--- src/rtl/ahd_pkg.sv ---
// Shared types and constants of the accelerometer hit detector.
`default_nettype none

package ahd_pkg;

  localparam int unsigned AccelW   = 16;
  localparam int unsigned TimeW    = 32;
  localparam int unsigned LevelW   = 18;
  localparam int unsigned PowerW   = 19;
  localparam int unsigned HoldW    = 16;
  localparam int unsigned CountW   = 8;
  localparam int unsigned CfgIdxW  = 3;
  localparam int unsigned CfgDataW = 18;
  localparam int unsigned InDataW  = 80;
  localparam int unsigned OutDataW = 64;

  typedef logic [CfgIdxW-1:0] cfg_idx_t;

  // Register indexes of the configuration port.
  localparam cfg_idx_t RegHitThreshold = 3'd0;
  localparam cfg_idx_t RegReleaseLevel = 3'd1;
  localparam cfg_idx_t RegCooldownMs   = 3'd2;
  localparam cfg_idx_t RegRearmCount   = 3'd3;
  localparam cfg_idx_t RegLedHoldMs    = 3'd4;

  // Register values after reset.
  localparam logic [LevelW-1:0] HitThresholdRst = 18'd650;
  localparam logic [LevelW-1:0] ReleaseLevelRst = 18'd600;
  localparam logic [HoldW-1:0]  CooldownMsRst   = 16'd55;
  localparam logic [CountW-1:0] RearmCountRst   = 8'd1;
  localparam logic [HoldW-1:0]  LedHoldMsRst    = 16'd120;

  localparam logic [CountW-1:0] QuietCountMax = {CountW{1'b1}};

  // One result item; hit sits in the lowest bit.
  typedef struct packed {
    logic                     led_white;
    logic                     armed;
    logic [LevelW-1:0]        energy_avg;
    logic [LevelW-1:0]        energy;
    logic signed [PowerW-1:0] power;
    logic                     hit;
  } result_t;

  localparam int unsigned ResultW = $bits(result_t);

endpackage

`default_nettype wire

--- src/rtl/accel_hit_detector.sv ---
// Top level of the accelerometer hit detector with hysteresis and hold-off.
`default_nettype none

// Impact detector for a stream of 3-axis accelerometer samples. Each sample
// transfer produces exactly one result transfer. The energy of a sample is the
// summed absolute change of the three axes from the previous sample (zero for
// the first sample after reset); an eighth-weight running average of energy is
// kept, and hit power is energy minus that average. A hit needs the detector
// armed, hit power above hit_threshold and more than cooldown_ms milliseconds
// since the previous hit. After a hit the detector disarms and rearms after
// rearm_count consecutive samples whose power is below release_level.
// led_white stays high for led_hold_ms after a hit. All timestamp differences
// wrap modulo 2^32. The block takes one sample per clock cycle while the skid
// register is empty: the whole update runs in one combinational pass from the
// sample and the state registers into the state and result registers.
// A result register plus a one-entry skid register decouple the output side,
// so a new sample is accepted while a finished result still waits for the
// sink. Configuration is written through a plain write port with no read-back
// and must only be changed while no sample is in flight.
module accel_hit_detector (
  input  wire                           clk_i,
  input  wire                           rst_ni,
  // Configuration write port.
  input  wire                           cfg_we_i,
  input  wire ahd_pkg::cfg_idx_t        cfg_idx_i,
  input  wire [ahd_pkg::CfgDataW-1:0]   cfg_wdata_i,
  // Sample stream.
  input  wire                           s_axis_tvalid,
  output logic                          s_axis_tready,
  // Fields from bit 0: accel_x[15:0], accel_y[31:16], accel_z[47:32],
  // time_ms[79:48].
  input  wire [ahd_pkg::InDataW-1:0]    s_axis_tdata,
  // Result stream.
  output logic                          m_axis_tvalid,
  input  wire                           m_axis_tready,
  // Fields from bit 0: hit[0], power[19:1], energy[37:20],
  // energy_avg[55:38], armed[56], led_white[57], zeros above.
  output logic [ahd_pkg::OutDataW-1:0]  m_axis_tdata
);
  import ahd_pkg::*;

  // Configuration registers.
  logic [LevelW-1:0] hit_threshold_q;
  logic [LevelW-1:0] release_level_q;
  logic [HoldW-1:0]  cooldown_ms_q;
  logic [CountW-1:0] rearm_count_q;
  logic [HoldW-1:0]  led_hold_ms_q;

  always_ff @(posedge clk_i or negedge rst_ni) begin
    if (!rst_ni) begin
      hit_threshold_q <= HitThresholdRst;
      release_level_q <= ReleaseLevelRst;
      cooldown_ms_q   <= CooldownMsRst;
      rearm_count_q   <= RearmCountRst;
      led_hold_ms_q   <= LedHoldMsRst;
    end else if (cfg_we_i) begin
      unique case (cfg_idx_i)
        RegHitThreshold: hit_threshold_q <= cfg_wdata_i[LevelW-1:0];
        RegReleaseLevel: release_level_q <= cfg_wdata_i[LevelW-1:0];
        RegCooldownMs:   cooldown_ms_q   <= cfg_wdata_i[HoldW-1:0];
        RegRearmCount:   rearm_count_q   <= cfg_wdata_i[CountW-1:0];
        RegLedHoldMs:    led_hold_ms_q   <= cfg_wdata_i[HoldW-1:0];
        default: ;  // Writes beyond the register list are dropped.
      endcase
    end
  end

  // Detector state.
  logic signed [AccelW-1:0] prev_x_q, prev_y_q, prev_z_q;
  logic                     seen_first_q;
  logic [LevelW-1:0]        avg_energy_q, avg_energy_d;
  logic                     armed_q, armed_d;
  logic [CountW-1:0]        quiet_count_q, quiet_count_d;
  logic [TimeW-1:0]         last_hit_q, last_hit_d;
  logic                     any_hit_q, any_hit_d;
  logic [TimeW-1:0]         white_until_q, white_until_d;

  // Sample fields.
  logic signed [AccelW-1:0] accel_x, accel_y, accel_z;
  logic [TimeW-1:0]         time_ms;

  assign accel_x = s_axis_tdata[AccelW-1:0];
  assign accel_y = s_axis_tdata[2*AccelW-1:AccelW];
  assign accel_z = s_axis_tdata[3*AccelW-1:2*AccelW];
  assign time_ms = s_axis_tdata[3*AccelW+TimeW-1:3*AccelW];

  logic s_accept;
  assign s_accept = s_axis_tvalid && s_axis_tready;

  // Absolute difference of two 16-bit signed values fits 16 bits unsigned.
  function automatic logic [AccelW-1:0] abs_diff(logic signed [AccelW-1:0] a,
                                                 logic signed [AccelW-1:0] b);
    logic signed [AccelW:0] d;
    d = {a[AccelW-1], a} - {b[AccelW-1], b};
    abs_diff = d[AccelW] ? AccelW'(-d) : d[AccelW-1:0];
  endfunction

  logic signed [AccelW-1:0]  ref_x, ref_y, ref_z;
  logic [LevelW-1:0]         energy_d;
  logic [LevelW+2:0]         avg_sum;
  logic signed [PowerW-1:0]  power_d;
  logic signed [PowerW:0]    power_ext, thresh_ext, release_ext;
  logic                      quiet, loud, cooled, hit_d;
  logic [CountW-1:0]         quiet_inc;
  logic [TimeW-1:0]          since_hit, since_hit_d, white_span_d;
  logic                      white_d;
  result_t                   result_d;

  always_comb begin
    // On the first sample the previous sample is the sample itself.
    ref_x = seen_first_q ? prev_x_q : accel_x;
    ref_y = seen_first_q ? prev_y_q : accel_y;
    ref_z = seen_first_q ? prev_z_q : accel_z;
    energy_d = LevelW'(abs_diff(accel_x, ref_x)) + LevelW'(abs_diff(accel_y, ref_y))
             + LevelW'(abs_diff(accel_z, ref_z));

    // avg * 7 + energy, then divided by eight.
    avg_sum      = ({avg_energy_q, 3'b000} - (LevelW+3)'(avg_energy_q))
                 + (LevelW+3)'(energy_d);
    avg_energy_d = avg_sum[LevelW+2:3];
    power_d      = $signed({1'b0, energy_d}) - $signed({1'b0, avg_energy_d});

    power_ext   = {power_d[PowerW-1], power_d};
    thresh_ext  = $signed({2'b00, hit_threshold_q});
    release_ext = $signed({2'b00, release_level_q});
    quiet       = power_ext < release_ext;
    loud        = power_ext > thresh_ext;

    since_hit = time_ms - last_hit_q;
    cooled    = !any_hit_q || (since_hit > TimeW'(cooldown_ms_q));
    quiet_inc = (quiet_count_q == QuietCountMax) ? quiet_count_q : quiet_count_q + 1'b1;

    hit_d         = 1'b0;
    armed_d       = armed_q;
    quiet_count_d = quiet_count_q;
    last_hit_d    = last_hit_q;
    any_hit_d     = any_hit_q;
    white_until_d = white_until_q;

    if (!armed_q) begin
      if (quiet) begin
        quiet_count_d = quiet_inc;
        if (quiet_inc >= rearm_count_q) begin
          armed_d = 1'b1;
        end
      end else begin
        quiet_count_d = '0;
      end
    end else if (loud && cooled) begin
      hit_d         = 1'b1;
      armed_d       = 1'b0;
      quiet_count_d = '0;
      last_hit_d    = time_ms;
      any_hit_d     = 1'b1;
      white_until_d = time_ms + TimeW'(led_hold_ms_q);
    end

    // The white window is judged against the state after this sample.
    since_hit_d  = hit_d ? '0 : since_hit;
    white_span_d = hit_d ? TimeW'(led_hold_ms_q) : (white_until_q - last_hit_q);
    white_d      = any_hit_d && (since_hit_d < white_span_d);

    result_d.hit        = hit_d;
    result_d.power      = power_d;
    result_d.energy     = energy_d;
    result_d.energy_avg = avg_energy_d;
    result_d.armed      = armed_d;
    result_d.led_white  = white_d;
  end

  always_ff @(posedge clk_i or negedge rst_ni) begin
    if (!rst_ni) begin
      prev_x_q      <= '0;
      prev_y_q      <= '0;
      prev_z_q      <= '0;
      seen_first_q  <= 1'b0;
      avg_energy_q  <= '0;
      armed_q       <= 1'b1;
      quiet_count_q <= '0;
      last_hit_q    <= '0;
      any_hit_q     <= 1'b0;
      white_until_q <= '0;
    end else if (s_accept) begin
      prev_x_q      <= accel_x;
      prev_y_q      <= accel_y;
      prev_z_q      <= accel_z;
      seen_first_q  <= 1'b1;
      avg_energy_q  <= avg_energy_d;
      armed_q       <= armed_d;
      quiet_count_q <= quiet_count_d;
      last_hit_q    <= last_hit_d;
      any_hit_q     <= any_hit_d;
      white_until_q <= white_until_d;
    end
  end

  // Result register with a one-entry skid register behind it. Input is only
  // refused once both hold a result that the sink has not taken.
  result_t out_q, skid_q;
  logic    out_valid_q, skid_valid_q;

  assign s_axis_tready = !skid_valid_q;

  always_ff @(posedge clk_i or negedge rst_ni) begin
    if (!rst_ni) begin
      out_valid_q  <= 1'b0;
      skid_valid_q <= 1'b0;
    end else if (!out_valid_q || m_axis_tready) begin
      if (skid_valid_q) begin
        out_valid_q  <= 1'b1;
        skid_valid_q <= 1'b0;
      end else begin
        out_valid_q <= s_accept;
      end
    end else if (s_accept) begin
      skid_valid_q <= 1'b1;
    end
  end

  always_ff @(posedge clk_i) begin
    if (!out_valid_q || m_axis_tready) begin
      out_q <= skid_valid_q ? skid_q : result_d;
    end else if (s_accept) begin
      skid_q <= result_d;
    end
  end

  assign m_axis_tvalid = out_valid_q;
  assign m_axis_tdata  = {{(OutDataW-ResultW){1'b0}}, out_q};

  // A filled skid register always sits behind a filled result register.
  a_skid_behind_out: assert property (@(posedge clk_i) disable iff (!rst_ni)
    skid_valid_q |-> out_valid_q)
    else $error("skid register holds a result while the result register is empty");

  // A hit disarms the detector and records its timestamp.
  a_hit_updates_state: assert property (@(posedge clk_i) disable iff (!rst_ni)
    (s_accept && hit_d) |=> (!armed_q && any_hit_q && last_hit_q == $past(time_ms)))
    else $error("hit did not update the detector state");

  // A delivered hit result never reports the detector as armed.
  a_hit_disarmed: assert property (@(posedge clk_i) disable iff (!rst_ni)
    (out_valid_q && out_q.hit) |-> !out_q.armed)
    else $error("hit result reports an armed detector");

  // The first sample after reset carries no energy.
  a_first_zero: assert property (@(posedge clk_i) disable iff (!rst_ni)
    (s_accept && !seen_first_q) |-> (energy_d == '0))
    else $error("first sample produced nonzero energy");

endmodule

`default_nettype wire

--- config.mk ---
export PLATFORM = sky130hd
export DESIGN_NAME = accel_hit_detector
export DESIGN_NICKNAME = d
export VERILOG_FILES = /design/src/rtl/ahd_pkg.sv /design/src/rtl/accel_hit_detector.sv
export SDC_FILE = /design/constraint.sdc
export NUM_CORES = 1
export LEC_CHECK = 0
export BUFFER_PORTS_ARGS = -buffer_cell sky130_fd_sc_hd__buf_2
export CAP_MARGIN = 20
export CORE_MARGIN = 2
export CORE_UTILIZATION = 63
export DETAILED_ROUTE_END_ITERATION = 12
export GPL_TIMING_DRIVEN = 0
export PLACE_DENSITY = 0.84
export REMOVE_ABC_BUFFERS = 1
export SYNTH_ARGS = -nofsm -noshare
export SYNTH_HDL_FRONTEND = slang
export SYNTH_SLANG_ARGS = --single-unit
--- constraint.sdc ---
create_clock -name clk_i -period 16.4 [get_ports clk_i]
set_input_delay 2.46 -clock clk_i [delete_from_list [all_inputs] [get_ports clk_i]]
set_output_delay 2.46 -clock clk_i [all_outputs]
set_load 0.01 [all_outputs]
==> metrics.md <==
| Metric | Value |
|---|---|
| WL per Instance | `18.6 um` |
| CP Capture Type | `register` |
| Die area | `43600 sq um` |
| TritonCTS Buffers | `39` |
| PortBufs | `165` |
| Top FF cell, synth | `dfrtp_1` |
| Most frequent CP cell | `a21o_1` |
| Post-synth cell types | `101` |
| Total Routing Usage GR | `30.0%` |
| DRT antenna net count | `0` |
| Die height | `209 um` |
| Sequential fraction of the synthesis area | `34.0%` |
| Vias per cell | `6.06` |
| Initial antenna violation count | `3` |
| Final WL | `66.1 mm` |
| Clk sink count | `335` |
| Final nets | `3407` |
| Drc violations | `0` |
| Vias | `21500` |
| Tightest Pin Transition | `1.12 ns` |
| Starting Density | `63.4%` |
| Synthesized flop and latch total | `335` |
| Final period util | `95.7%` |
| Htree depth | `2` |
| CP peak stage delay | `0.51 ns` |
| Post-synth top area share | `18.9%` |
| Mapped Area | `26400 sq um` |
| Post-DP HPWL | `50.0 mm` |
| Flop2flop setup slack | `1.59 ns` |
| Skew final | `0.0170 ns` |
| CTS tree | `yes` |
| Top cell type by total area after synthesis | `dfrtp_1` |
| Setup CP Type | `in2reg` |
| Synth top cells by count | `nand2_1 (362), ha_1 (277), inv_1 (261), o21ai_0 (208), dfrtp_1 (200)` |
| R2R Path End | `m_axis_tdata[57]$_DFFE_PN_` |
| Synth top area cells | `dfrtp_1 (19%), edfxtp_1 (13%), ha_1 (13%)` |
| Worst Hold Depth | `2` |
| Cells after Synth | `2824` |
| Final RePlAce weighted congestion | `0.907` |
| Final hold vios | `0` |
| Hold Crit Class | `reg2reg` |
| Minimum clock period | `15.69 ns` |
| Worst Hold End | `prev_y_q[8]$_DFFE_PN0P_` |
| Number of synthesized flops with an enable pin | `116` |
| Synth warn | `0` |
| Post-route setup TNS | `0 ns` |
| Max Clk Rate | `0.0637 GHz` |
| Finish-stage setup viols | `0` |
| Max Cap Viol | `0` |
| # rows | `75` |
| Post-CTS Hold Fix Bufs | `0` |
| Largest net degree at the start of global routing | `121` |
| Ports | `172` |
| R2r worst-path depth | `63` |
| Clock Pin Slew Worst Setup and Hold Paths | `0.06 ns` |
| CP max FO | `15` |
| Starting DRT DRC Count | `1680` |
| Leading cell type by number of instances after synthesis | `nand2_1` |
| WP data arrival | `16.09 ns` |
| Vias in the first global route | `21400` |
| Area added between synthesis and finish | `11.5%` |
| Total gr overflow | `0` |
| Crit Reg-Reg Startpoint | `seen_first_q$_DFFE_PN0P_` |
| Die width | `209 um` |
| CP required | `16.80 ns` |
| CTS max path bufs | `3` |
| Worst setup SP type | `input pin` |
| HP Start | `prev_y_q[8]$_DFFE_PN0P_` |
| Max_slew headroom | `25.0%` |
| Syn Area/Cell | `9.36 sq um` |
| Slew Limit Fails | `0` |
| Placeable Area | `41700 sq um` |
| Worst-Skew Late Latency | `0.57 ns` |
| Detailed Routing Iterations Pass 1 | `6` |
| First-pass GRT wire length | `107 mm` |
| Clock root cell | `clkbuf_16` |
| FFs w/ async S/R, synth | `65.4%` |
| Share of layout cells above drive strength 1 | `15.4%` |
| Outcome | `finished, final reports clean` |
| Critical path's slowest cell | `fa_1` |
placed cells by master, fill, tap and decap left out, types with 9 or more instances in the layout:
cell / count
nor2_1: 132
nand2b_1: 21
o21a_1: 47
xnor2_1: 103
nand2_1: 361
o21bai_1: 17
inv_1: 261
or3_1: 19
a21oi_1: 142
o31ai_1: 17
clkbuf_16: 41
and3_1: 22
mux2i_1: 66
o21ai_0: 207
mux2_4: 59
a211oi_1: 21
o31a_1: 9
nand3_1: 50
a21boi_0: 17
ha_1: 277
a31oi_1: 17
xor2_1: 79
nor3_1: 40
fa_1: 39
dfrtp_1: 198
and2_1: 32
buf_4: 12
dfstp_2: 19
mux2_2: 45
buf_2: 165
or2_2: 13
a21o_1: 62
edfxtp_1: 116
nor2b_1: 36
nand4_1: 22
o211ai_1: 16
sequential cells by signal (all words and copies together) (netlist names), 8 cells and up:
register	cells
avg_energy_q	18
cooldown_ms_q	16
hit_threshold_q	18
last_hit_q	32
led_hold_ms_q	16
m_axis_tdata	58
prev_x_q	16
prev_y_q	16
prev_z_q	16
quiet_count_q	8
rearm_count_q	8
release_level_q	18
skid_q	58
white_until_q	32
worst max path at each step:
stage	from	end	slack, ns	depth (start not counted)
after detailed placement	s_axis_tdata[32]	m_axis_tdata[57]$_DFFE_PN_	-0.98	66
after floorplan	s_axis_tdata[32]	m_axis_tdata[57]$_DFFE_PN_	0.87	66
after global routing	s_axis_tdata[32]	m_axis_tdata[57]$_DFFE_PN_	-0.09	66
final	s_axis_tdata[32]	m_axis_tdata[57]$_DFFE_PN_	0.71	66
after CTS	s_axis_tdata[16]	m_axis_tdata[57]$_DFFE_PN_	0.17	66
after global placement	s_axis_tdata[32]	m_axis_tdata[57]$_DFFE_PN_	-1.77	67
what timing repair did:
item,CTS,global route
setup endpoints to repair,2,2
hold endpoints to repair,0,0
pin swaps,0,7
setup buffers,0,9
resized for setup,3,30
critical path, delay by kind of cell:
kind                     cells  cell delay [ns]
AO/OA/AOI/OAI               40             7.97
XOR/XNOR                     1             0.14
adder cells (fa/ha/maj)     10             3.25
buffers and inverters        6             0.51
multiplexers                 1             0.19
AND/OR/NAND/NOR              8             1.57
metrics by stage:
| stage | area (sq um) | worst slack (ns) | hold WS [ns] | std cells | utilization, % |
|---|---|---|---|---|---|
| 2_1_floorplan | 26100 | 0.870 | 0.445 | 2754 | - |
| 3_3_place_gp | 27600 | -1.77 | 0.457 | 3458 | 66.2 |
| 3_5_place_dp | 27900 | -0.981 | 0.462 | 3474 | 67.0 |
| 4_1_cts | 29300 | 0.171 | 0.476 | 3545 | 70.2 |
| 5_1_grt | 29500 | -0.0947 | 0.489 | 3554 | 70.8 |
| 6_report | 29500 | 0.709 | 0.472 | 3556 | 70.8 |
logic make-up after synthesis:
kind of cell | share of synthesized area (%)
simple gates | 14.5
xor+xnor | 6.20
flops | 34.0
buf+inv | 5.14
mux | 7.75
fa+ha+maj | 16.1
compound gates | 16.4
other cells | 0.0142
routing by layer:
metal  vias up  global-route usage [%]  share of wire, %
li1      10300                       -                 -
met1     10400                    39.6                43
met2       711                    50.4                48
met3       154                    4.66               6.2
met4         4                    10.7               3.4
met5         -                       0             0.042
cell type report:
| type | instances | area (sq um) |
|---|---|---|
| fill | 3013 | 12200 |
| tap | 539 | 674 |
| multi-input combinational | 2157 | 16300 |
| clock inverter | 17 | 198 |
| sequential | 335 | 8990 |
| timing repair buffer | 190 | 1160 |
| antenna | 2 | 5.00 |
| clock buffer | 54 | 1120 |
| inverter | 262 | 986 |
Power is not shown: default switching activity piles up to over one toggle a cycle in this logic, so the estimate is an artifact.
